### src/oaid_pkg.sv
// ----------------------------------------------------------------------------
// Ordered array package
// Shared widths, command and status codes, and the request, result and job
// records used by the ordered array insert/delete block.
// ----------------------------------------------------------------------------
package oaid_pkg;

  localparam int unsigned CapacityDef  = 16;
  localparam int unsigned DataWidthDef = 32;
  localparam int unsigned CapacityMax  = 64;

  // Field widths of the request and result channels.
  localparam int unsigned CmdW    = 3;
  localparam int unsigned ElemW   = 32;
  localparam int unsigned PosW    = 5;
  localparam int unsigned StatusW = 3;
  localparam int unsigned IdxW    = 4;
  localparam int unsigned CountW  = 5;

  // Index and count width that covers every supported capacity.
  localparam int unsigned PtrW = $clog2(CapacityMax + 1);

  // Depth of the job queue between the front and back parts.
  localparam int unsigned QueueDepth = 2;

  typedef enum logic [CmdW-1:0] {
    CMD_INSERT   = 3'd0,
    CMD_PUSH     = 3'd1,
    CMD_DELETE   = 3'd2,
    CMD_UPDATE   = 3'd3,
    CMD_SEARCH   = 3'd4,
    CMD_TRAVERSE = 3'd5
  } cmd_e;

  typedef enum logic [StatusW-1:0] {
    ST_OK        = 3'd0,
    ST_RANGE     = 3'd1,
    ST_FULL      = 3'd2,
    ST_EMPTY     = 3'd3,
    ST_NOT_FOUND = 3'd4
  } status_e;

  typedef enum logic [2:0] {
    JOB_REPORT,
    JOB_INSERT,
    JOB_DELETE,
    JOB_UPDATE,
    JOB_SEARCH,
    JOB_TRAVERSE
  } job_op_e;

  typedef struct packed {
    logic [CmdW-1:0]  command;
    logic [ElemW-1:0] element;
    logic [PosW-1:0]  position;
  } req_t;

  typedef struct packed {
    logic [StatusW-1:0] status;
    logic [IdxW-1:0]    found_index;
    logic [ElemW-1:0]   entry_value;
    logic [CountW-1:0]  entry_count;
    logic               last;
  } rsp_t;

  // A classified command on its way from the front part to the back part.
  typedef struct packed {
    job_op_e          op;
    status_e          status;
    logic [ElemW-1:0] word;
    logic [PtrW-1:0]  pos;
    logic [PtrW-1:0]  count;
  } job_t;

endpackage

### src/oaid_if.sv
// ----------------------------------------------------------------------------
// Ordered array channel interfaces
// Valid/ready channels for requests into and results out of the block.
// ----------------------------------------------------------------------------
interface oaid_req_if import oaid_pkg::*; ();
  logic valid;
  logic ready;
  req_t data;

  modport source (output valid, output data, input ready);
  modport sink   (input valid, input data, output ready);
endinterface

interface oaid_rsp_if import oaid_pkg::*; ();
  logic valid;
  logic ready;
  rsp_t data;

  modport source (output valid, output data, input ready);
  modport sink   (input valid, input data, output ready);
endinterface

### src/oaid_front.sv
// ----------------------------------------------------------------------------
// Ordered array front end
// Accepts requests, keeps the entry count and turns each request with a known
// command into a job with its status already settled.
// ----------------------------------------------------------------------------
module oaid_front import oaid_pkg::*; #(
  parameter int unsigned CAPACITY = CapacityDef
) (
  input  logic        clk_i,
  input  logic        rst_ni,
  oaid_req_if.sink    req_i,
  output logic        job_valid_o,
  output job_t        job_o,
  input  logic        job_ready_i
);

  localparam int unsigned CntW = $clog2(CAPACITY + 1);
  localparam int unsigned CmpW = (CntW > PosW) ? CntW : PosW;

  logic [CntW-1:0] cnt_q, cnt_d;
  logic [CmpW-1:0] pos_x, cnt_x, ins_pos;
  logic            full;
  logic            has_job;
  logic            accept;

  assign pos_x  = CmpW'(req_i.data.position);
  assign cnt_x  = CmpW'(cnt_q);
  assign full   = (cnt_q == CntW'(CAPACITY));

  assign req_i.ready = job_ready_i;
  assign accept      = req_i.valid && req_i.ready;
  assign job_valid_o = req_i.valid && has_job;

  always_comb begin
    cnt_d        = cnt_q;
    has_job      = 1'b1;
    ins_pos      = pos_x;
    job_o.op     = JOB_REPORT;
    job_o.status = ST_OK;
    job_o.word   = req_i.data.element;
    job_o.pos    = PtrW'(req_i.data.position);
    unique case (req_i.data.command) inside
      CMD_INSERT, CMD_PUSH: begin
        if (req_i.data.command == CMD_PUSH) begin
          ins_pos = cnt_x;
        end
        if (ins_pos > cnt_x) begin
          job_o.status = ST_RANGE;
        end else if (full) begin
          job_o.status = ST_FULL;
        end else begin
          job_o.op  = JOB_INSERT;
          job_o.pos = PtrW'(ins_pos);
          cnt_d     = cnt_q + CntW'(1);
        end
      end
      CMD_DELETE: begin
        if (pos_x >= cnt_x) begin
          job_o.status = ST_RANGE;
        end else begin
          job_o.op = JOB_DELETE;
          cnt_d    = cnt_q - CntW'(1);
        end
      end
      CMD_UPDATE: begin
        if (pos_x >= cnt_x) begin
          job_o.status = ST_RANGE;
        end else begin
          job_o.op = JOB_UPDATE;
        end
      end
      CMD_SEARCH: begin
        job_o.op = JOB_SEARCH;
      end
      CMD_TRAVERSE: begin
        if (cnt_q == '0) begin
          job_o.status = ST_EMPTY;
        end else begin
          job_o.op = JOB_TRAVERSE;
        end
      end
      default: begin
        has_job = 1'b0;
      end
    endcase
    job_o.count = PtrW'(cnt_d);
  end

  always_ff @(posedge clk_i or negedge rst_ni) begin
    if (!rst_ni) begin
      cnt_q <= '0;
    end else if (accept) begin
      cnt_q <= cnt_d;
    end
  end

  // The count tracked here must never pass the capacity.
  a_cnt_bound: assert property (@(posedge clk_i) disable iff (!rst_ni)
    cnt_q <= CntW'(CAPACITY))
    else $error("entry count above capacity");

endmodule

### src/oaid_queue.sv
// ----------------------------------------------------------------------------
// Ordered array job queue
// Short first-in first-out buffer of jobs between the front and back parts.
// ----------------------------------------------------------------------------
module oaid_queue import oaid_pkg::*; (
  input  logic clk_i,
  input  logic rst_ni,
  input  logic push_valid_i,
  output logic push_ready_o,
  input  job_t push_data_i,
  output logic pop_valid_o,
  input  logic pop_ready_i,
  output job_t pop_data_o
);

  localparam int unsigned Depth = QueueDepth;
  localparam int unsigned QPtrW = $clog2(Depth);
  localparam int unsigned QCntW = $clog2(Depth + 1);

  job_t             slot_q [Depth];
  logic [QPtrW-1:0] wp_q, rp_q;
  logic [QCntW-1:0] cnt_q;
  logic             push, pop;

  assign push_ready_o = (cnt_q != QCntW'(Depth));
  assign pop_valid_o  = (cnt_q != '0);
  assign pop_data_o   = slot_q[rp_q];
  assign push         = push_valid_i && push_ready_o;
  assign pop          = pop_valid_o && pop_ready_i;

  always_ff @(posedge clk_i or negedge rst_ni) begin
    if (!rst_ni) begin
      wp_q  <= '0;
      rp_q  <= '0;
      cnt_q <= '0;
    end else begin
      if (push) begin
        wp_q <= wp_q + QPtrW'(1);
      end
      if (pop) begin
        rp_q <= rp_q + QPtrW'(1);
      end
      if (push && !pop) begin
        cnt_q <= cnt_q + QCntW'(1);
      end else if (pop && !push) begin
        cnt_q <= cnt_q - QCntW'(1);
      end
    end
  end

  always_ff @(posedge clk_i) begin
    if (push) begin
      slot_q[wp_q] <= push_data_i;
    end
  end

endmodule

### src/oaid_back.sv
// ----------------------------------------------------------------------------
// Ordered array back end
// Holds the entry memory and carries out jobs: shifts for insert and delete,
// single writes for update, and scans for search and traverse.
// ----------------------------------------------------------------------------
module oaid_back import oaid_pkg::*; #(
  parameter int unsigned CAPACITY   = CapacityDef,
  parameter int unsigned DATA_WIDTH = DataWidthDef
) (
  input  logic        clk_i,
  input  logic        rst_ni,
  input  logic        job_valid_i,
  output logic        job_ready_o,
  input  job_t        job_i,
  oaid_rsp_if.source  rsp_o
);

  localparam int unsigned AddrW = $clog2(CAPACITY);
  localparam int unsigned CntW  = $clog2(CAPACITY + 1);

  typedef enum logic [2:0] {
    S_IDLE,
    S_INS,
    S_DEL,
    S_SCAN,
    S_FIN
  } state_e;

  state_e                state_q, state_d;
  job_op_e               op_q, op_d;
  logic [DATA_WIDTH-1:0] word_q, word_d;
  logic [AddrW-1:0]      pos_q, pos_d;
  logic [CntW-1:0]       cnt_q, cnt_d;
  logic [AddrW-1:0]      wr_ptr_q, wr_ptr_d;
  logic [CntW-1:0]       rd_ptr_q, rd_ptr_d;
  logic                  pend_q, pend_d;
  logic                  hold_q, hold_d;
  status_e               res_status_q, res_status_d;
  logic [IdxW-1:0]       res_idx_q, res_idx_d;
  logic [ElemW-1:0]      res_val_q, res_val_d;
  logic                  out_valid_q, out_valid_d;
  rsp_t                  out_q, out_d;

  logic [DATA_WIDTH-1:0] mem_q [CAPACITY];
  logic [DATA_WIDTH-1:0] rd_q;
  logic                  mem_we, mem_re;
  logic [AddrW-1:0]      mem_wa, mem_ra;
  logic [DATA_WIDTH-1:0] mem_wd;

  logic                  out_free;
  logic                  match;
  logic [CntW-1:0]       chk_idx;

  assign job_ready_o = (state_q == S_IDLE);
  assign rsp_o.valid = out_valid_q;
  assign rsp_o.data  = out_q;
  assign out_free    = !out_valid_q || rsp_o.ready;
  assign chk_idx     = rd_ptr_q - CntW'(1);
  assign match       = (op_q == JOB_TRAVERSE) || (rd_q == word_q);

  always_comb begin
    state_d      = state_q;
    op_d         = op_q;
    word_d       = word_q;
    pos_d        = pos_q;
    cnt_d        = cnt_q;
    wr_ptr_d     = wr_ptr_q;
    rd_ptr_d     = rd_ptr_q;
    pend_d       = pend_q;
    hold_d       = hold_q;
    res_status_d = res_status_q;
    res_idx_d    = res_idx_q;
    res_val_d    = res_val_q;
    out_valid_d  = out_valid_q && !rsp_o.ready;
    out_d        = out_q;
    mem_we       = 1'b0;
    mem_wa       = wr_ptr_q;
    mem_wd       = word_q;
    mem_re       = 1'b0;
    mem_ra       = wr_ptr_q;

    unique case (state_q)
      S_IDLE: begin
        if (job_valid_i) begin
          op_d         = job_i.op;
          word_d       = DATA_WIDTH'(job_i.word);
          pos_d        = AddrW'(job_i.pos);
          cnt_d        = CntW'(job_i.count);
          res_status_d = job_i.status;
          res_idx_d    = '0;
          res_val_d    = '0;
          hold_d       = 1'b0;
          pend_d       = 1'b0;
          rd_ptr_d     = '0;
          unique case (job_i.op)
            JOB_INSERT: begin
              wr_ptr_d = AddrW'(job_i.count - PtrW'(1));
              state_d  = S_INS;
            end
            JOB_DELETE: begin
              wr_ptr_d = AddrW'(job_i.pos);
              state_d  = S_DEL;
            end
            JOB_UPDATE: begin
              mem_we  = 1'b1;
              mem_wa  = AddrW'(job_i.pos);
              mem_wd  = DATA_WIDTH'(job_i.word);
              state_d = S_FIN;
            end
            JOB_SEARCH: begin
              res_status_d = ST_NOT_FOUND;
              state_d      = S_SCAN;
            end
            JOB_TRAVERSE: begin
              state_d = S_SCAN;
            end
            default: begin
              state_d = S_FIN;
            end
          endcase
        end
      end

      // Walk down from the old last entry; the read of the next source
      // overlaps the write of the current destination.
      S_INS: begin
        if (wr_ptr_q == pos_q) begin
          mem_we  = 1'b1;
          mem_wa  = pos_q;
          mem_wd  = word_q;
          state_d = S_FIN;
        end else if (!pend_q) begin
          mem_re = 1'b1;
          mem_ra = wr_ptr_q - AddrW'(1);
          pend_d = 1'b1;
        end else begin
          mem_we   = 1'b1;
          mem_wa   = wr_ptr_q;
          mem_wd   = rd_q;
          wr_ptr_d = wr_ptr_q - AddrW'(1);
          if ((wr_ptr_q - AddrW'(1)) != pos_q) begin
            mem_re = 1'b1;
            mem_ra = wr_ptr_q - AddrW'(2);
            pend_d = 1'b1;
          end else begin
            pend_d = 1'b0;
          end
        end
      end

      // Walk up from the deleted index to the new count.
      S_DEL: begin
        if (CntW'(wr_ptr_q) == cnt_q) begin
          state_d = S_FIN;
        end else if (!pend_q) begin
          mem_re = 1'b1;
          mem_ra = wr_ptr_q + AddrW'(1);
          pend_d = 1'b1;
        end else begin
          mem_we   = 1'b1;
          mem_wa   = wr_ptr_q;
          mem_wd   = rd_q;
          wr_ptr_d = wr_ptr_q + AddrW'(1);
          if ((CntW'(wr_ptr_q) + CntW'(1)) < cnt_q) begin
            mem_re = 1'b1;
            mem_ra = wr_ptr_q + AddrW'(2);
            pend_d = 1'b1;
          end else begin
            pend_d = 1'b0;
          end
        end
      end

      // The newest hit is held back so that the final one can carry last.
      S_SCAN: begin
        if (pend_q && match && hold_q && !out_free) begin
          state_d = S_SCAN;
        end else begin
          if (pend_q) begin
            pend_d = 1'b0;
            if (match) begin
              if (hold_q) begin
                out_valid_d       = 1'b1;
                out_d.status      = res_status_q;
                out_d.found_index = res_idx_q;
                out_d.entry_value = res_val_q;
                out_d.entry_count = CountW'(cnt_q);
                out_d.last        = 1'b0;
              end
              res_status_d = ST_OK;
              res_idx_d    = IdxW'(chk_idx);
              res_val_d    = ElemW'(rd_q);
              hold_d       = 1'b1;
            end
          end
          if (rd_ptr_q != cnt_q) begin
            mem_re   = 1'b1;
            mem_ra   = AddrW'(rd_ptr_q);
            rd_ptr_d = rd_ptr_q + CntW'(1);
            pend_d   = 1'b1;
          end else if (!pend_q) begin
            state_d = S_FIN;
          end
        end
      end

      S_FIN: begin
        if (out_free) begin
          out_valid_d       = 1'b1;
          out_d.status      = res_status_q;
          out_d.found_index = res_idx_q;
          out_d.entry_value = res_val_q;
          out_d.entry_count = CountW'(cnt_q);
          out_d.last        = 1'b1;
          state_d           = S_IDLE;
        end
      end

      default: begin
        state_d = S_IDLE;
      end
    endcase
  end

  always_ff @(posedge clk_i or negedge rst_ni) begin
    if (!rst_ni) begin
      state_q      <= S_IDLE;
      op_q         <= JOB_REPORT;
      word_q       <= '0;
      pos_q        <= '0;
      cnt_q        <= '0;
      wr_ptr_q     <= '0;
      rd_ptr_q     <= '0;
      pend_q       <= 1'b0;
      hold_q       <= 1'b0;
      res_status_q <= ST_OK;
      res_idx_q    <= '0;
      res_val_q    <= '0;
      out_valid_q  <= 1'b0;
      out_q        <= '0;
    end else begin
      state_q      <= state_d;
      op_q         <= op_d;
      word_q       <= word_d;
      pos_q        <= pos_d;
      cnt_q        <= cnt_d;
      wr_ptr_q     <= wr_ptr_d;
      rd_ptr_q     <= rd_ptr_d;
      pend_q       <= pend_d;
      hold_q       <= hold_d;
      res_status_q <= res_status_d;
      res_idx_q    <= res_idx_d;
      res_val_q    <= res_val_d;
      out_valid_q  <= out_valid_d;
      out_q        <= out_d;
    end
  end

  always_ff @(posedge clk_i) begin
    if (mem_we) begin
      mem_q[mem_wa] <= mem_wd;
    end
  end

  always_ff @(posedge clk_i) begin
    if (mem_re) begin
      rd_q <= mem_q[mem_ra];
    end
  end

  // An insert shift never walks below the insert index.
  a_ins_floor: assert property (@(posedge clk_i) disable iff (!rst_ni)
    (state_q == S_INS) |-> (wr_ptr_q >= pos_q))
    else $error("insert shift passed the insert index");

  // A delete shift never walks beyond the new count.
  a_del_ceil: assert property (@(posedge clk_i) disable iff (!rst_ni)
    (state_q == S_DEL) |-> (CntW'(wr_ptr_q) <= cnt_q))
    else $error("delete shift passed the entry count");

  // A pending scan read always belongs to an entry already addressed.
  a_scan_pend: assert property (@(posedge clk_i) disable iff (!rst_ni)
    (state_q == S_SCAN && pend_q) |-> (rd_ptr_q != '0))
    else $error("scan data pending without a read");

endmodule

### src/ordered_array_insert_delete.sv
// ----------------------------------------------------------------------------
// Ordered array with insert and delete at index
// Keeps an ordered list of up to CAPACITY words with insert, push, delete,
// update, search and traverse commands.
// ----------------------------------------------------------------------------
//
//   Port    Direction  Moves                        Handshake
//   req_i   in         command, element, position   valid/ready
//   rsp_o   out        status, found_index,         valid/ready
//                      entry_value, entry_count,
//                      last
//
// A request is taken when the job queue has room. With n entries in use, the
// back end shifts the entries from index p up to n - 1 for an insert at index
// p, shifts the entries above index p down for a delete, scans all n entries
// for a search or traverse and writes a single entry for an update. The entry
// memory takes one read and one write per cycle, so a shift overlaps the read
// of one entry with the write of another. Reset clears the count, the queue
// and the sequencer; the entry memory is not cleared and needs no clearing
// pass. A stalled result channel holds the back end, and a full queue then
// holds req_i.
//
// The front end settles the status of every job against its own entry
// count, so all range, full and empty checks finish at acceptance. Search and
// traverse hits leave the back end one result behind the scan, so that the
// final hit can be marked last. Codes 6 and 7 are taken and dropped.
// ----------------------------------------------------------------------------
module ordered_array_insert_delete import oaid_pkg::*; #(
  parameter int unsigned CAPACITY   = CapacityDef,
  parameter int unsigned DATA_WIDTH = DataWidthDef
) (
  input  logic        clk_i,
  input  logic        rst_ni,
  oaid_req_if.sink    req_i,
  oaid_rsp_if.source  rsp_o
);

  // Front end to queue.
  logic fq_valid;
  logic fq_ready;
  job_t fq_job;

  // Queue to back end.
  logic qb_valid;
  logic qb_ready;
  job_t qb_job;

  // Classification and entry count tracking.
  oaid_front #(
    .CAPACITY (CAPACITY)
  ) u_front (
    .clk_i       (clk_i),
    .rst_ni      (rst_ni),
    .req_i       (req_i),
    .job_valid_o (fq_valid),
    .job_o       (fq_job),
    .job_ready_i (fq_ready)
  );

  // Decouples acceptance from the shifting and scanning in the back end.
  oaid_queue u_queue (
    .clk_i        (clk_i),
    .rst_ni       (rst_ni),
    .push_valid_i (fq_valid),
    .push_ready_o (fq_ready),
    .push_data_i  (fq_job),
    .pop_valid_o  (qb_valid),
    .pop_ready_i  (qb_ready),
    .pop_data_o   (qb_job)
  );

  // Entry memory, shift and scan sequencer, and the result register.
  oaid_back #(
    .CAPACITY   (CAPACITY),
    .DATA_WIDTH (DATA_WIDTH)
  ) u_back (
    .clk_i       (clk_i),
    .rst_ni      (rst_ni),
    .job_valid_i (qb_valid),
    .job_ready_o (qb_ready),
    .job_i       (qb_job),
    .rsp_o       (rsp_o)
  );

endmodule
### src/flat_wrapper.sv
// flat-port wrapper written by rule: the top's interface ports become plain ports
module ordered_array_insert_delete_flat import oaid_pkg::*;
#(
  parameter int unsigned CAPACITY   = CapacityDef,
  parameter int unsigned DATA_WIDTH = DataWidthDef
)
  (clk_i, rst_ni, req_i_valid, req_i_data, req_i_ready, rsp_o_valid, rsp_o_data, rsp_o_ready);
  oaid_req_if req_i_i ();
  oaid_rsp_if rsp_o_i ();
  input  logic clk_i;
  input  logic rst_ni;
  input wire logic [$bits(req_i_i.valid)-1:0] req_i_valid;
  input wire logic [$bits(req_i_i.data)-1:0] req_i_data;
  output wire logic [$bits(req_i_i.ready)-1:0] req_i_ready;
  output wire logic [$bits(rsp_o_i.valid)-1:0] rsp_o_valid;
  output wire logic [$bits(rsp_o_i.data)-1:0] rsp_o_data;
  input wire logic [$bits(rsp_o_i.ready)-1:0] rsp_o_ready;
  assign req_i_i.valid = req_i_valid;
  assign req_i_i.data = req_i_data;
  assign req_i_ready = req_i_i.ready;
  assign rsp_o_valid = rsp_o_i.valid;
  assign rsp_o_data = rsp_o_i.data;
  assign rsp_o_i.ready = rsp_o_ready;
  ordered_array_insert_delete #(.CAPACITY(CAPACITY), .DATA_WIDTH(DATA_WIDTH)) u_core (.clk_i(clk_i), .rst_ni(rst_ni), .req_i(req_i_i), .rsp_o(rsp_o_i));
endmodule
### config.mk
export PLATFORM = sky130hd
export DESIGN_NAME = ordered_array_insert_delete_flat
export DESIGN_NICKNAME = d
export VERILOG_FILES = /design/src/oaid_pkg.sv /design/src/oaid_if.sv /design/src/oaid_front.sv /design/src/oaid_queue.sv /design/src/oaid_back.sv /design/src/ordered_array_insert_delete.sv /design/src/flat_wrapper.sv
export SDC_FILE = /design/constraint.sdc
export NUM_CORES = 1
export LEC_CHECK = 0
export ABC_AREA = 1
export BUFFER_PORTS_ARGS = -buffer_cell sky130_fd_sc_hd__buf_2
export CORE_UTILIZATION = 39
export CTS_CLUSTER_DIAMETER = 150
export DETAILED_ROUTE_END_ITERATION = 10
export PLACE_DENSITY = 0.6
export SLEW_MARGIN = 40
export SYNTH_ARGS = -nofsm -noshare
export SYNTH_HDL_FRONTEND = slang
export SYNTH_SLANG_ARGS = --single-unit
### constraint.sdc
create_clock -name clk_i -period 5.7 [get_ports clk_i]
set_clock_uncertainty 0.15 [all_clocks]
set_input_delay 1.14 -clock clk_i [delete_from_list [all_inputs] [get_ports clk_i]]
set_output_delay 1.14 -clock clk_i [all_outputs]
set_load 0.01 [all_outputs]
# Word-level counts from Yosys, hierarchy flattened

Memory sizes are Yosys's and may differ from the RTL's. A register that Yosys moved wholly into a read port is not among the register bits.
Index checks and enable logic that the tools add are counted.

Add/subtract/negate cells: 14
Multipliers: 0
Div/mod/pow operators: 0
$lt $le $gt $ge: 3
Equal/unequal tests: 38
Shift operators: 0
Muxes and demuxes: 118
Bitwise operators: 0
Reductions and logical operators: 37

Operators with widths:

| kind                                                                   | number |
|---|---|
| 32-bit 2-to-1 mux                                                      | 9 |
| 45-bit 2-to-1 mux                                                      | 5 |
| 32-bit one-hot mux with 3 select lines                                 | 1 |
| 45-bit one-hot mux with 2 select lines                                 | 1 |
| 4-bit 2-to-1 mux                                                       | 20 |
| 32-bit one-hot mux with 2 select lines                                 | 1 |
| 5-bit 2-to-1 mux                                                       | 9 |
| 3-bit 2-to-1 mux                                                       | 13 |
| 1-bit 2-to-1 mux                                                       | 33 |
| 32-bit equality test                                                   | 1 |
| 3-bit one-hot mux with 5 select lines                                  | 2 |
| 2-bit inequality test (second input constant)                          | 14 |
| 4-bit one-hot mux with 2 select lines                                  | 3 |
| 4-bit one-hot mux with 3 select lines                                  | 2 |
| 5-bit one-hot mux with 2 select lines                                  | 2 |
| 3-bit by 2-bit equality test with 1-bit output (second input constant) | 6 |
| 3-bit equality test (second input constant)                            | 6 |
| 3-bit one-hot mux with 3 select lines                                  | 2 |
| 2-bit 2-to-1 mux                                                       | 7 |
| 7-bit 2-to-1 mux                                                       | 2 |
| 6-bit AND reduction                                                    | 2 |
| 4-bit by 1-bit subtractor with 4-bit output (second input constant)    | 3 |
| 5-bit by 1-bit adder with 5-bit output (second input constant)         | 2 |
| 1-bit logical AND                                                      | 10 |
| other kinds (35)                                                       | 54 |

Register bits: 152
Bits in latches: 0
RAM bits: 612
ROM bits: 0
Input port bits: 44
Output and inout port bits: 47
Logic and storage cells: 234
Memories: 2

Memories:

| name                  | words | width | read ports | clocked after Yosys merged registers in | write ports | RTL line         | text |
|---|---|---|---|---|---|---|---|
| u_core.u_back.mem_q   | 16    | 32    | 1          | 1                                       | 1           | oaid_back.sv:44  | `logic [DATA_WIDTH-1:0] mem_q [CAPACITY];` |
| u_core.u_queue.slot_q | 2     | 50    | 1          | 0                                       | 1           | oaid_queue.sv:20 | `job_t slot_q [Depth];` |

# Logic depth before layout (Yosys ltp)

Gate-level depths: netlist of the first run.

Word-level depth: 9
Mapped depth: 22
Depth with buffers taken out: 20

# By module

Synthesis of the first run repeated with hierarchy kept, for this count alone.

Cell total of the unflattened synthesis: 3613
Area, all modules: 36289.8 um^2

By module, submodules not included:

| module     | instances | cells each | area each (um^2) | sequential area each (um^2) |
|---|---|---|---|---|
| oaid_back  | 1         | 3109       | 30918.4          | 19914.1 |
| oaid_queue | 1         | 300        | 4038.9           | 3223.1 |
| oaid_front | 1         | 204        | 1332.5           | 125.1 |

# Least setup slack after synthesis of the first run

No wires, ideal clock.

Path type: input to register
Start: input req_i_data[37]
End: memory u_core.u_queue.slot_q[1][0] (netlist name), enable pin
Setup time: 0.451 ns
Data arrival time: 3.429 ns
Data required time: 5.099 ns
Slack: 1.670 ns
Stages: 6
Path buffers: 0
Cell sequence: inv_1 > nor2_1 > inv_1 > nand3_1 > nand2_1 > nor2_1

Longest elaborated chain between the ends: 7
Elaborated cells on any way between the ends: 12
Classes of those cells: eq/ne: 5; mux: 3; reduce/logical: 4

Ends and longest elaborated chain:

| element                                                                | RTL line           | text |
|---|---|---|
| start: declaration                                                     | flat_wrapper.sv:13 | `input wire logic [$bits(req_i_i.data)-1:0] req_i_data;` |
| 3-bit by 1-bit equality test with 1-bit output (tied with other cells) | -                  |  |
| 6-bit OR reduction (no source line) *                                  | -                  |  |
| 1-bit 2-to-1 mux *                                                     | oaid_front.sv:42   | `unique case (req_i.data.command) inside` |
| 1-bit logical AND *                                                    | oaid_front.sv:32   | `assign job_valid_o = req_i.valid && has_job;` |
| 1-bit logical AND *                                                    | oaid_queue.sv:28   | `assign push = push_valid_i && push_ready_o;` |
| 1-bit 2-to-1 mux *                                                     | oaid_queue.sv:52   | `if (push) begin` |
| 1-bit 2-to-1 mux (implied by the code) *                               | oaid_queue.sv:53   | `slot_q[wp_q] <= push_data_i;` |
| end: declaration                                                       | oaid_queue.sv:20   |  |

Every way passes the cells marked *; elsewhere a longest branch is shown, timed or not.

# Final worst setup path of the first run

Start: register u_core.u_back.wr_ptr_q[0]
End: register u_core.u_back.rd_q[23] (read register of u_core.u_back.mem_q) (data pin)

Longest elaborated chain between the ends: 6
Elaborated cells on any way between the ends: 25
Classes of those cells: add/sub: 5; order compare: 1; eq/ne: 3; mux: 16

Ends and longest elaborated chain:

| element                                                                                               | RTL line                                             | text |
|---|---|---|
| start: declaration                                                                                    | oaid_back.sv:34                                      | `logic [AddrW-1:0] wr_ptr_q, wr_ptr_d;` |
| start signal: assignment                                                                              | oaid_back.sv:247                                     | `wr_ptr_q <= wr_ptr_d;` |
| 4-bit by 1-bit adder with 5-bit output or 4-bit by 1-bit subtractor with 4-bit output (tied branches) | oaid_back.sv:164, oaid_back.sv:134, oaid_back.sv:141 |  |
| 5-bit less-than comparator or 4-bit inequality test (tied branches)                                   | oaid_back.sv:164, oaid_back.sv:141                   |  |
| 4-bit 2-to-1 mux (tied with other cells)                                                              | oaid_back.sv:164                                     | `if ((CntW'(wr_ptr_q) + CntW'(1)) < cnt_q) begin` |
| 4-bit 2-to-1 mux (tied with other cells)                                                              | oaid_back.sv:155                                     | `end else if (!pend_q) begin` |
| 4-bit 2-to-1 mux (tied with other cells)                                                              | oaid_back.sv:153                                     | `if (CntW'(wr_ptr_q) == cnt_q) begin` |
| 4-bit one-hot mux with 3 select lines or 1-bit one-hot mux with 3 select lines (tied branches)        | oaid_back.sv:82                                      | `unique case (state_q)` |
| end: declaration                                                                                      | oaid_back.sv:45                                      | `logic [DATA_WIDTH-1:0] rd_q;` |

Parallel ways exist; a longest one is shown, timed or not.
A chain may end at the register's enable or synchronous reset.

==> run summary, run 1 <==
Die Width -> 303 um
Synth top area cells -> edfxtp_1, dfrtp_1, nand2_1, nand3_1, inv_1
Number of synthesized register bits -> 788
Cell count after synthesis -> 3467
Worst Hold Launch -> u_core.u_back.rsp_o.data[33]
Sequential element share of the synthesized area -> 65.0%
DRC -> 0
Pwr dens -> 594 nW/um2
Sequential share of power -> 36.5%
Switch share -> 41.3%
CP Max Fanout -> 66
R2r setup slk -> 1140 ps
Max Cap Viol -> 0
Initial Utilization -> 39.7%
Netlist cell types -> 49
Status -> finished, final reports clean
Fill cells -> 8202
Critical path required time -> 5920 ps
First-pass GRT wire length -> 142 mm
H-tree Lvls -> 3
DP HPWL -> 54.0 mm
Logic pwr share -> 41.3%
DR vias -> 24742
Critical path's largest stage delay -> 730 ps
Dpl cells -> 4617
Initial antenna violation count -> 1
1st-iter DRT viols -> 2335
Power share of the clock group -> 22.2%
Fin nets -> 3607
Buf+Inv Stages, Crit Path -> 4
Hold depth -> 2
Sum of negative setup slack -> 0 ps
Drt total wl -> 94.2 mm
Fin. max-slew vios -> 0
Worst-margin pin slew -> 899 ps
Yosys Warn Count -> 0
Hold Slack -> 326 ps
WL per Instance -> 19.8 um
Worst hold path type -> reg2reg
Peak VDD IR -> 0.594 mV
Clock-pin slew on the worst setup and hold paths -> 60 ps
Sink Count -> 788
Final setup violation count -> 0
LEAKAGE -> 16.7 nW
Vias in the first global route -> 23161
# Post-CTS Setup Buffers -> 0
CP Launch Type -> register
1st-pass router iterations -> 6
Pint -> 13.9 mW
Worst Hold Path EP -> u_core.u_back.rsp_o.data[33]
FMAX -> 220 MHz
Vias/cell -> 5.19
Critical-path top delay cell -> dfrtp_1
Fin crit share -> 79.9%
Synth area leader -> edfxtp_1
Total track usage -> 20.5%
Cell-by-cell trace of the critical path -> inv_1, ha_1, ha_1, a21oi_1, o211ai_1, xor2_1, o21ai_0, nand2_1, nand2_1, inv_2, nand3_4, buf_12, buf_4, nand3_1, nand3_1, nand3_1, nand2_1
Crit Path Class -> reg2reg
FF/Latch Area -> 22900 um2
GP Congestion -> 0.861
Yosys top cell area share -> 54.2%
GRT overflow -> 0
Slew Limit Headroom -> 40.0%
Hold buffers post-CTS -> 0
Setup crit end kind -> register
IO Port Bufs -> 90
Reg2reg end -> u_core.u_back.rd_q[23]
Critical path's top delay family -> buffers and inverters
Share of layout cells above drive strength 1 -> 10.4%
Reg-to-reg startpoint -> u_core.u_back.wr_ptr_q[0]
# resized after CTS -> 0
Reg2Reg Depth -> 17
Hold Fails Final Rpt -> 0
Netlist Area Pre-Place -> 35300 um2
I/O pin cnt -> 91
CTS tree -> built
CP arrival -> 4770 ps
CTS Buf Count -> 81
Largest net degree at the start of global routing -> 167
Core area -> 88900 um2
ANT nets after route -> 0
Syn Area/Cell -> 10.2 um2
Die Area -> 91600 um2
Die height -> 303 um
Unrepaired setup endpoints after global routing -> no
CTS root buf -> clkbuf_16
Layout area overhead -> 13.4%
Maximum clock insertion buffer count -> 3
Syn Nets -> 3537
Ant. Diodes -> 0
P_sw -> 9.81 mW
Final non-filler cell total -> 4764
Clk_lat worst skew -> 620 ps
Final period demand of the worst path -> 4560 ps
Footprint of the multi-input gates -> 10100 um2
# rows -> 109
[worst reg2reg max path: stages, from the launching register on]
cell      delay (ps)
dfrtp_1          730
inv_1            240
ha_1             470
ha_1             190
a21oi_1           60
o211ai_1         380
xor2_1           210
o21ai_0           90
nand2_1           70
nand2_1           60
inv_2             70
nand3_4          450
buf_12           460
buf_4            290
nand3_1          130
nand3_1           70
nand3_1          110
nand2_1           60
[how the worst max path moves through the flow]
stage	slack, ps	startpoint	depth (start not counted)	endpoint
floorplan	1670	req_i_data[37]	6	u_core.u_queue.slot_q[1][0]
global placement	1260	u_core.u_back.wr_ptr_q[0]	17	u_core.u_back.rd_q[23]
detailed placement	1170	u_core.u_back.wr_ptr_q[0]	17	u_core.u_back.rd_q[27]
CTS	1170	u_core.u_back.wr_ptr_q[0]	17	u_core.u_back.rd_q[27]
global route	780	u_core.u_back.wr_ptr_q[0]	17	u_core.u_back.rd_q[27]
finish	1140	u_core.u_back.wr_ptr_q[0]	17	u_core.u_back.rd_q[23]
[layout by cell type (no fill, tap or decap), types with 18 or more instances in the layout]
cell type and count:
nand2_1 905, edfxtp_1 636, nand3_1 619, inv_1 407
o21ai_0 201, dfrtp_1 150, buf_2 89, clkbuf_16 83
buf_4 72, nor2_1 50, xnor2_1 29, ha_1 26
a22oi_1 25, a21oi_1 24, nor2_4 23, inv_2 22
clkbuf_1 22, o22ai_1 18, xor2_1 18
[power groups by stage]
stage	combinational, mW	sequential, mW	clock [mW]
global route	10.9	8.75	5.57
detailed placement	9.73	8.78	0
finish	9.81	8.68	5.27
global placement	9.61	8.77	0
floorplan	6.70	8.52	0
CTS	9.78	8.67	5.35
[metal layers]
layer / up-vias / track usage, % / share of wire, %
met2: 851 / 32.6 / 46
met3: 156 / 2.85 / 6.4
met4: 0 / 6.90 / 2.8
met5: - / 0 / 0
met1: 11939 / 28.8 / 45
li1: 11796 / - / -
[cell usage after synthesis, drive strengths merged]
library cell and n:
edfxtp 636, a41oi 1, nand2 912, inv 429, a211oi 1, a31oi 1, a21oi 27, nand3 625
a22oi 25, xor2 19, nor4 2, o31ai 1, o221ai 11, mux2i 11, and2 1, a21o 2
buf 126, or2 10, nand4 11, o21ai 219, o21a 2, dfrtp 152, xnor2 30, nor3b 1
o22ai 18, nor2 76, a2bb2oi 1, o211ai 17, clkbuf 66, nand3b 1, ha 26, nor3 6
a21boi 1
[kinds of logic after synthesis]
group / synth area share (%)
multiplexers: 0.312
AND/OR/NAND/NOR: 20.2
XOR/XNOR: 1.26
buffers and inverters: 7.16
adder cells (fa/ha/maj): 0.923
flip-flops: 65.0
AO/OA/AOI/OAI: 5.22
[cell type report]
class / instances / area share, %
sequential: 788 / 57.3
multi-input combinational: 2058 / 25.2
clock buffer: 109 / 5.54
inverter: 429 / 4.03
tap: 1165 / 3.64
timing repair buffer: 179 / 3.32
clock inverter: 36 / 0.973
[flip-flops by register name, indices dropped and copies added, names as in the netlist]
name	cells
u_core.u_back.res_val_q	32
u_core.u_queue.cnt_q	2
u_core.u_back.op_q	3
u_core.u_queue.rp_q	1
u_core.u_back.state_q	3
u_core.u_back.res_idx_q	4
u_core.u_back.hold_q	1
u_core.u_back.pend_q	1
u_core.u_front.cnt_q	5
u_core.u_back.wr_ptr_q	4
u_core.u_queue.slot_q	92
u_core.u_back.word_q	32
u_core.u_queue.wp_q	1
u_core.u_back.mem_q	512
u_core.u_back.rsp_o.valid	1
u_core.u_back.res_status_q	3
u_core.u_back.rd_ptr_q	5
u_core.u_back.rsp_o.data	45
u_core.u_back.pos_q	4
u_core.u_back.cnt_q	5
u_core.u_back.rd_q	32
[through the flow]
step                      worst slack [ps]  area [um2]  util [%]  total power [mW]
after detailed placement              1170       37300      42.0              18.5
after CTS                             1170       39900      44.9              23.8
after global placement                1260       37200      41.9              18.4
final                                 1140       40000      45.0              23.8
after floorplan                       1670       35300         -              15.2
after global routing                   785       40000      45.0              25.2
No activity file was read; power rests on OpenSTA's default activity.
==> run 2, diff against run 1 <==
--- a/config.mk
+++ b/config.mk
@@ -10,7 +10,7 @@
 export CORE_UTILIZATION = 39
 export CTS_CLUSTER_DIAMETER = 150
 export DETAILED_ROUTE_END_ITERATION = 10
-export PLACE_DENSITY = 0.6
+export PLACE_DENSITY = 0.62
 export SLEW_MARGIN = 40
 export SYNTH_ARGS = -nofsm -noshare
 export SYNTH_HDL_FRONTEND = slang
==> constraint.sdc (replaced) <==
create_clock -name clk_i -period 3.7 [get_ports clk_i]
set_clock_uncertainty 0.15 [all_clocks]
set_input_delay 0.74 -clock clk_i [delete_from_list [all_inputs] [get_ports clk_i]]
set_output_delay 0.74 -clock clk_i [all_outputs]
set_load 0.01 [all_outputs]
==> run 2 against run 1 <==
Against the previous run:
- register-to-register slack got worse by 960 ps
- critical path depth up 1
- total power is 60% higher
- clock power increased by 51%
- utilization up 1.1 points
- final cell count grew 1.6%
- clock-buffer cell count is 2 higher
- die area is the same
- sequential share of layout area decreased by 1.4 points
- design area grew 2.4%
- critical endpoint is now u_core.u_back.rd_q[22]
- highest routed layer unchanged
- wire length up 0.29%
- largest power group unchanged
==> run summary, run 2 (synthesized netlist as in run 1, its figures left out) <==
Fin. max-slew vios -> 0 (unchanged)
Sink Count -> 788 (unchanged)
Drt total wl -> 94.5 mm (+0.29%)
Final setup violation count -> 0 (unchanged)
Maximum clock insertion buffer count -> 3 (unchanged)
Cell mode on critical path -> nand3_1
CP Launch Type -> register
GRT overflow -> 0 (unchanged)
Most common cell after layout, fill and taps aside -> nand2_1
Die height -> 303 um (unchanged)
Critical path's largest stage delay -> 500 ps (-230 ps)
ANT nets after route -> 0 (unchanged)
CP arrival -> 3740 ps (-1030 ps)
Largest register FFs -> 512 (unchanged)
Die Width -> 303 um (unchanged)
Status -> finished, final reports clean
Worst-margin pin slew -> 712 ps (-187 ps)
Final Power -> 37.9 mW (+60%)
WL per Instance -> 19.5 um (-1.3%)
Hold Fails Final Rpt -> 0 (unchanged)
Post-layout util -> 46.1% (+1.1 points)
Final period demand of the worst path -> 3520 ps (-1040 ps)
DRC -> 0 (unchanged)
Critical path required time -> 3920 ps (-2000 ps)
Largest net degree at the start of global routing -> 103 (-38%)
Die Area -> 91600 um2 (unchanged)
Stages on the worst setup path -> 18 (+1)
DR vias -> 25125 (+1.5%)
Worst setup endpoint -> u_core.u_back.rd_q[22]
Core area -> 88900 um2 (unchanged)
Fin nets -> 3685 (+2.2%)
1st-iter DRT viols -> 2413 (+3.3%)
FMAX -> 284 MHz (+29%)
Buf+Inv Stages, Crit Path -> 4 (unchanged)
Share of layout cells above drive strength 1 -> 12.2% (+1.8 points)
H-tree Lvls -> 3 (unchanged)
Fin crit share -> 95.1% (+15 points)
Clk_lat worst skew -> 650 ps (+30 ps)
LEAKAGE -> 17.2 nW (+2.9%)
Initial Utilization -> 39.7% (unchanged)
CTS tree -> built
# rows -> 109 (unchanged)
Commonest cells after routing, fill and taps aside -> nand2_1, edfxtp_1, nand3_1, inv_1, o21ai_0
Layout area overhead -> 16.2%
Critical path's top delay family -> simple AND/OR/NAND/NOR gates
Total track usage -> 20.3% (-0.17 points)
R2r setup slk -> 180 ps (-960 ps)
CP Max Fanout -> 60 (-9.1%)
Worst hold path type -> in2reg
Cell-by-cell trace of the critical path -> inv_1, ha_1, buf_4, xor2_1, nand2_1, nor2_2, nand2_2, nand2_1, nand3_1, nand3_1, nand2_1, inv_2, nand3_4, buf_16, nand3_1, nand3_1, nand3_1, nand2_1
CTS root buf -> clkbuf_16
Top reg by flops -> u_core.u_back.mem_q
Pwr dens -> 926 nW/um2 (+56%)
1st-pass router iterations -> 6 (unchanged)
Reg2Reg Depth -> 18 (+1)
GP Congestion -> 0.912 (+5.9%)
I/O pin cnt -> 91 (unchanged)
Clock-pin slew on the worst setup and hold paths -> 60 ps (about the same)
Slew Limit Headroom -> 52.0% (+12 points)
Max Cap Viol -> 0 (unchanged)
DP HPWL -> 56.9 mm (+5.4%)
Vias in the first global route -> 23557 (+1.7%)
CTS Buf Count -> 81 (unchanged)
Peak VDD IR -> 0.592 mV (-0.37%)
Reg-to-reg startpoint -> u_core.u_back.wr_ptr_q[0]
Unrepaired setup endpoints after global routing -> no
Vias/cell -> 5.19 (about the same)
Launch point of the worst path -> u_core.u_back.wr_ptr_q[0]
Reg2reg end -> u_core.u_back.rd_q[22]
Setup crit end kind -> register
Critical-path top delay cell -> dfrtp_1
Initial antenna violation count -> 4 (+3)
IO Port Bufs -> 90 (unchanged)
First-pass GRT wire length -> 143 mm (+0.41%)
Crit Path Class -> reg2reg
-- run 2: cell types whose count changed in the layout (fill, tap and decap cells not counted), moves of 3 or more --
cell / previous run / this run
bufinv_16: 8 / 3
o221ai_2: 5 / 0
clkinv_2: 11 / 6
o221ai_1: 6 / 11
buf_4: 72 / 113
inv_6: 2 / 5
buf_12: 11 / 43
clkbuf_16: 83 / 90
-- run 2: how the worst min path moves through the flow --
stage	from	end	depth (start not counted)
floorplan	rst_ni	u_core.u_back.cnt_q[0]	0
global placement	u_core.u_back.rsp_o.data[41]	u_core.u_back.rsp_o.data[41]	2
detailed placement	u_core.u_back.rsp_o.data[41]	u_core.u_back.rsp_o.data[41]	2
CTS	req_i_data[8]	u_core.u_queue.slot_q[0][15]	1
global route	req_i_data[8]	u_core.u_queue.slot_q[1][15]	1
finish	req_i_data[8]	u_core.u_queue.slot_q[0][15]	1
-- run 2: power by group --
group | switching [mW] | internal (mW)
logic | 11.3 | 5.39
registers | 0.898 | 12.4
clock network | 3.45 | 4.53
-- run 2: routing by layer --
layer	track usage, %	wire length [um]
met5	0	0
met2	33.0	44700
met4	5.90	2200
met1	28.6	41400
met3	2.52	6240
-- run 2: metrics by stage --
step	TNS, ps	setup slack (ps)	hold slack (ps)	std cells	instance area, um2
after floorplan	-51340	-121	294	3467	35300
after global placement	0	160	309	4679	38100
after detailed placement	0	98.6	309	4680	38200
after CTS	0	73.7	110	4825	40700
after global routing	0	14.3	137	4842	41000
final	0	181	143	4842	41000
-- run 2: area by class of cell --
| type | instances | area [um2] |
|---|---|---|
| diodes | 1 | 2.50 |
| clock buffers | 111 | 2270 |
| clock inverters | 33 | 284 |
| fillers | 8127 | 47900 |
| inverters | 429 | 1610 |
| multi-input cells | 2058 | 10100 |
| flip-flops and latches | 788 | 22900 |
| well taps | 1165 | 1460 |
| repair buffers | 257 | 2380 |
-- run 2: what timing repair did --
action                     CTS  global route
setup endpoints to repair    0            37
hold endpoints to repair    64             0
resized for setup            0             8
hold buffers                 1             0
buffers inserted             0            11
==> run 3, diff against run 2 <==
--- a/config.mk
+++ b/config.mk
@@ -6,11 +6,11 @@
 export NUM_CORES = 1
 export LEC_CHECK = 0
 export ABC_AREA = 1
-export BUFFER_PORTS_ARGS = -buffer_cell sky130_fd_sc_hd__buf_2
 export CORE_UTILIZATION = 39
 export CTS_CLUSTER_DIAMETER = 150
 export DETAILED_ROUTE_END_ITERATION = 10
-export PLACE_DENSITY = 0.62
+export DONT_BUFFER_PORTS = 1
+export PLACE_DENSITY = 0.61
 export SLEW_MARGIN = 40
 export SYNTH_ARGS = -nofsm -noshare
 export SYNTH_HDL_FRONTEND = slang
==> run 3 against run 2 <==
Against the previous run:
- the flow now finishes with violations (hold timing)
- design area down 0.68%
- global-route usage up 0.28 points
- utilization down 0.31 points
- largest power group unchanged
==> run summary, run 3 (synthesized netlist as in run 1, its figures left out) <==
Fin. max-slew vios -> 0 (unchanged)
FF/Latch Area -> 22900 um2 (unchanged)
Fin crit share -> 95.9% (+0.83 points)
Sink Count -> 788 (unchanged)
Critical path required time -> 3950 ps (+30 ps)
GP Congestion -> 0.876 (-4.0%)
1st-pass router iterations -> 6 (unchanged)
FMAX -> 282 MHz (-0.86%)
Die Width -> 303 um (unchanged)
DR vias -> 24913 (-0.84%)
Vias in the first global route -> 23334 (-0.95%)
1st-iter DRT viols -> 2841 (+18%)
Die height -> 303 um (unchanged)
CP Launch Type -> register
Clk_lat worst skew -> 640 ps (about the same)
Largest net degree at the start of global routing -> 153 (+49%)
Reg2Reg Depth -> 20 (+2)
First-pass GRT wire length -> 143 mm (about the same)
Worst hold path type -> in2async
Core area -> 88900 um2 (unchanged)
Share of layout cells above drive strength 1 -> 10.6% (-1.6 points)
Crit Path Class -> reg2reg
CTS root buf -> clkbuf_16
Reg2reg end -> u_core.u_back.rd_q[30]
Final period demand of the worst path -> 3550 ps (+30.5 ps)
LEAKAGE -> 16.9 nW (-1.7%)
Failing checks -> hold timing
Top reg by flops -> u_core.u_back.mem_q
CTS Buf Count -> 80 (-1.2%)
Drt total wl -> 95.1 mm (+0.65%)
Vias/cell -> 5.22 (+0.55%)
Worst-margin pin slew -> 697 ps (-14.4 ps)
WL per Instance -> 19.9 um (+2.1%)
CTS tree -> built
Sum of negative setup slack -> 0 ps (unchanged)
Post-DP Area -> 37900 um2 (-0.57%)
Fill cells -> 8137 (+0.12%)
I/O pin cnt -> 91 (unchanged)
Reg-to-reg startpoint -> u_core.u_back.wr_ptr_q[1]
Footprint of the multi-input gates -> 10100 um2 (+0.16%)
CP arrival -> 3800 ps (+60 ps)
Final setup violation count -> 0 (unchanged)
Hold Slack -> -358 ps (-501 ps)
Max Cap Viol -> 0 (unchanged)
GRT overflow -> 0 (unchanged)
# rows -> 109 (unchanged)
H-tree Lvls -> 3 (unchanged)
DRC -> 0 (unchanged)
Commonest cells after routing, fill and taps aside -> nand2_1, edfxtp_1, nand3_1, inv_1, o21ai_0
Largest register FFs -> 512 (unchanged)
Unrepaired setup endpoints after global routing -> no
Setup crit end kind -> register
Layout area overhead -> 15.4%
Initial antenna violation count -> 4 (unchanged)
Most common cell after layout, fill and taps aside -> nand2_1
Die Area -> 91600 um2 (unchanged)
Post-Layout Inst Area -> 40700 um2 (-0.68%)
Initial Utilization -> 39.7% (unchanged)
Status -> finished, violations left
Clock-pin slew on the worst setup and hold paths -> 70 ps (about the same)
Pwr dens -> 938 nW/um2 (+1.3%)
Hold Fails Final Rpt -> 152 (+152)
Maximum clock insertion buffer count -> 3 (unchanged)
R2r setup slk -> 150 ps (-30 ps)
Final non-filler cell total -> 4775 (-1.4%)
IO Port Bufs -> 0 (-100%)
Fin nets -> 3614 (-1.9%)
ANT nets after route -> 0 (unchanged)
Total track usage -> 20.6% (+0.28 points)
DP HPWL -> 58.2 mm (+2.3%)
Dpl cells -> 4619 (-1.3%)
CP Max Fanout -> 19 (-68%)
Slew Limit Headroom -> 53.0% (+0.97 points)
Peak VDD IR -> 0.586 mV (-0.97%)
==> run 3: cell count changes in the layout (fill, tap and decap cells not counted), moves of 2 or more <==
cell,delta
buf_12,+2
clkinvlp_4,-2
ha_1,+2
clkinv_1,-2
buf_2,-89
clkinv_2,+11
clkbuf_8,-4
ha_2,-2
bufinv_16,+4
clkbuf_16,-3
buf_4,+20
inv_6,-4
==> run 3: where the power goes <==
group          internal, mW  switching, mW
Clock                  4.72           3.42
Sequential             12.4          0.810
Combinational          5.49           11.3
==> run 3: area by class of cell <==
| type | instances | area share [%] |
|---|---|---|
| antenna | 1 | 0.00615 |
| clock buffer | 108 | 5.46 |
| clock inverter | 39 | 0.944 |
| inverter | 429 | 3.96 |
| multi-input combinational | 2059 | 24.8 |
| sequential | 788 | 56.3 |
| tap | 1165 | 3.58 |
| timing repair buffer | 186 | 5.01 |
==> run 3: per-layer routing <==
layer	up-vias	GRT usage (%)	routed length [um]
met2	904	33.3	44900
met4	8	6.83	2750
met5	-	0	61
met1	12011	27.9	40400
li1	11825	-	-
met3	165	3.89	6990
==> run 3: timing repair <==
item                                   in CTS  in global routing
resized for setup                           0                  8
endpoints found under the hold margin     152                152
setup endpoints to repair                   3                136
pin swaps                                   1                  3
cloned                                      0                  3
setup buffers                               1                  4
==> run 3: worst max path at each step <==
stage / from / end / slack, ps / cells after the start
finish: u_core.u_back.wr_ptr_q[1] / u_core.u_back.rd_q[30] / 150 / 20
global placement: u_core.u_back.wr_ptr_q[1] / u_core.u_back.rd_q[8] / -60 / 21
global route: u_core.u_queue.rp_q / u_core.u_back.mem_q[1][25] / 5 / 13
detailed placement: u_core.u_back.wr_ptr_q[1] / u_core.u_back.rd_q[7] / 7 / 19
CTS: u_core.u_back.state_q[0] / u_core.u_back.mem_q[9][4] / 10 / 14
floorplan: u_core.u_back.state_q[0] / u_core.u_back.mem_q[14][0] / -120 / 12
==> run 3: critical path, cell delays in order (launching register included) <==
cell and delay, ps:
dfrtp_1 380, ha_1 210, nand2_1 110, xor2_2 160, inv_1 80, ha_1 270
nand2_1 70, inv_1 50, nand4_1 70, o211ai_1 130, buf_4 180, o21ai_0 70
a21oi_1 140, a2bb2oi_1 200, o211ai_1 260, inv_2 150, buf_12 140, clkbuf_16 210
nand3_1 120, nand3_1 100, nand2_1 60
==> run 3: per-stage QoR <==
| stage | setup WS (ps) | utilization, % | total power [mW] | hold WS (ps) |
|---|---|---|---|---|
| 4_1_cts | 9.51 | 45.6 | 38.0 | -394 |
| 6_report | 151 | 45.8 | 38.2 | -358 |
| 3_5_place_dp | 6.56 | 42.7 | 29.7 | 297 |
| 2_1_floorplan | -121 | - | 23.5 | 294 |
| 3_3_place_gp | -63.2 | 42.6 | 29.5 | 297 |
| 5_1_grt | 5.47 | 45.8 | 40.5 | -387 |
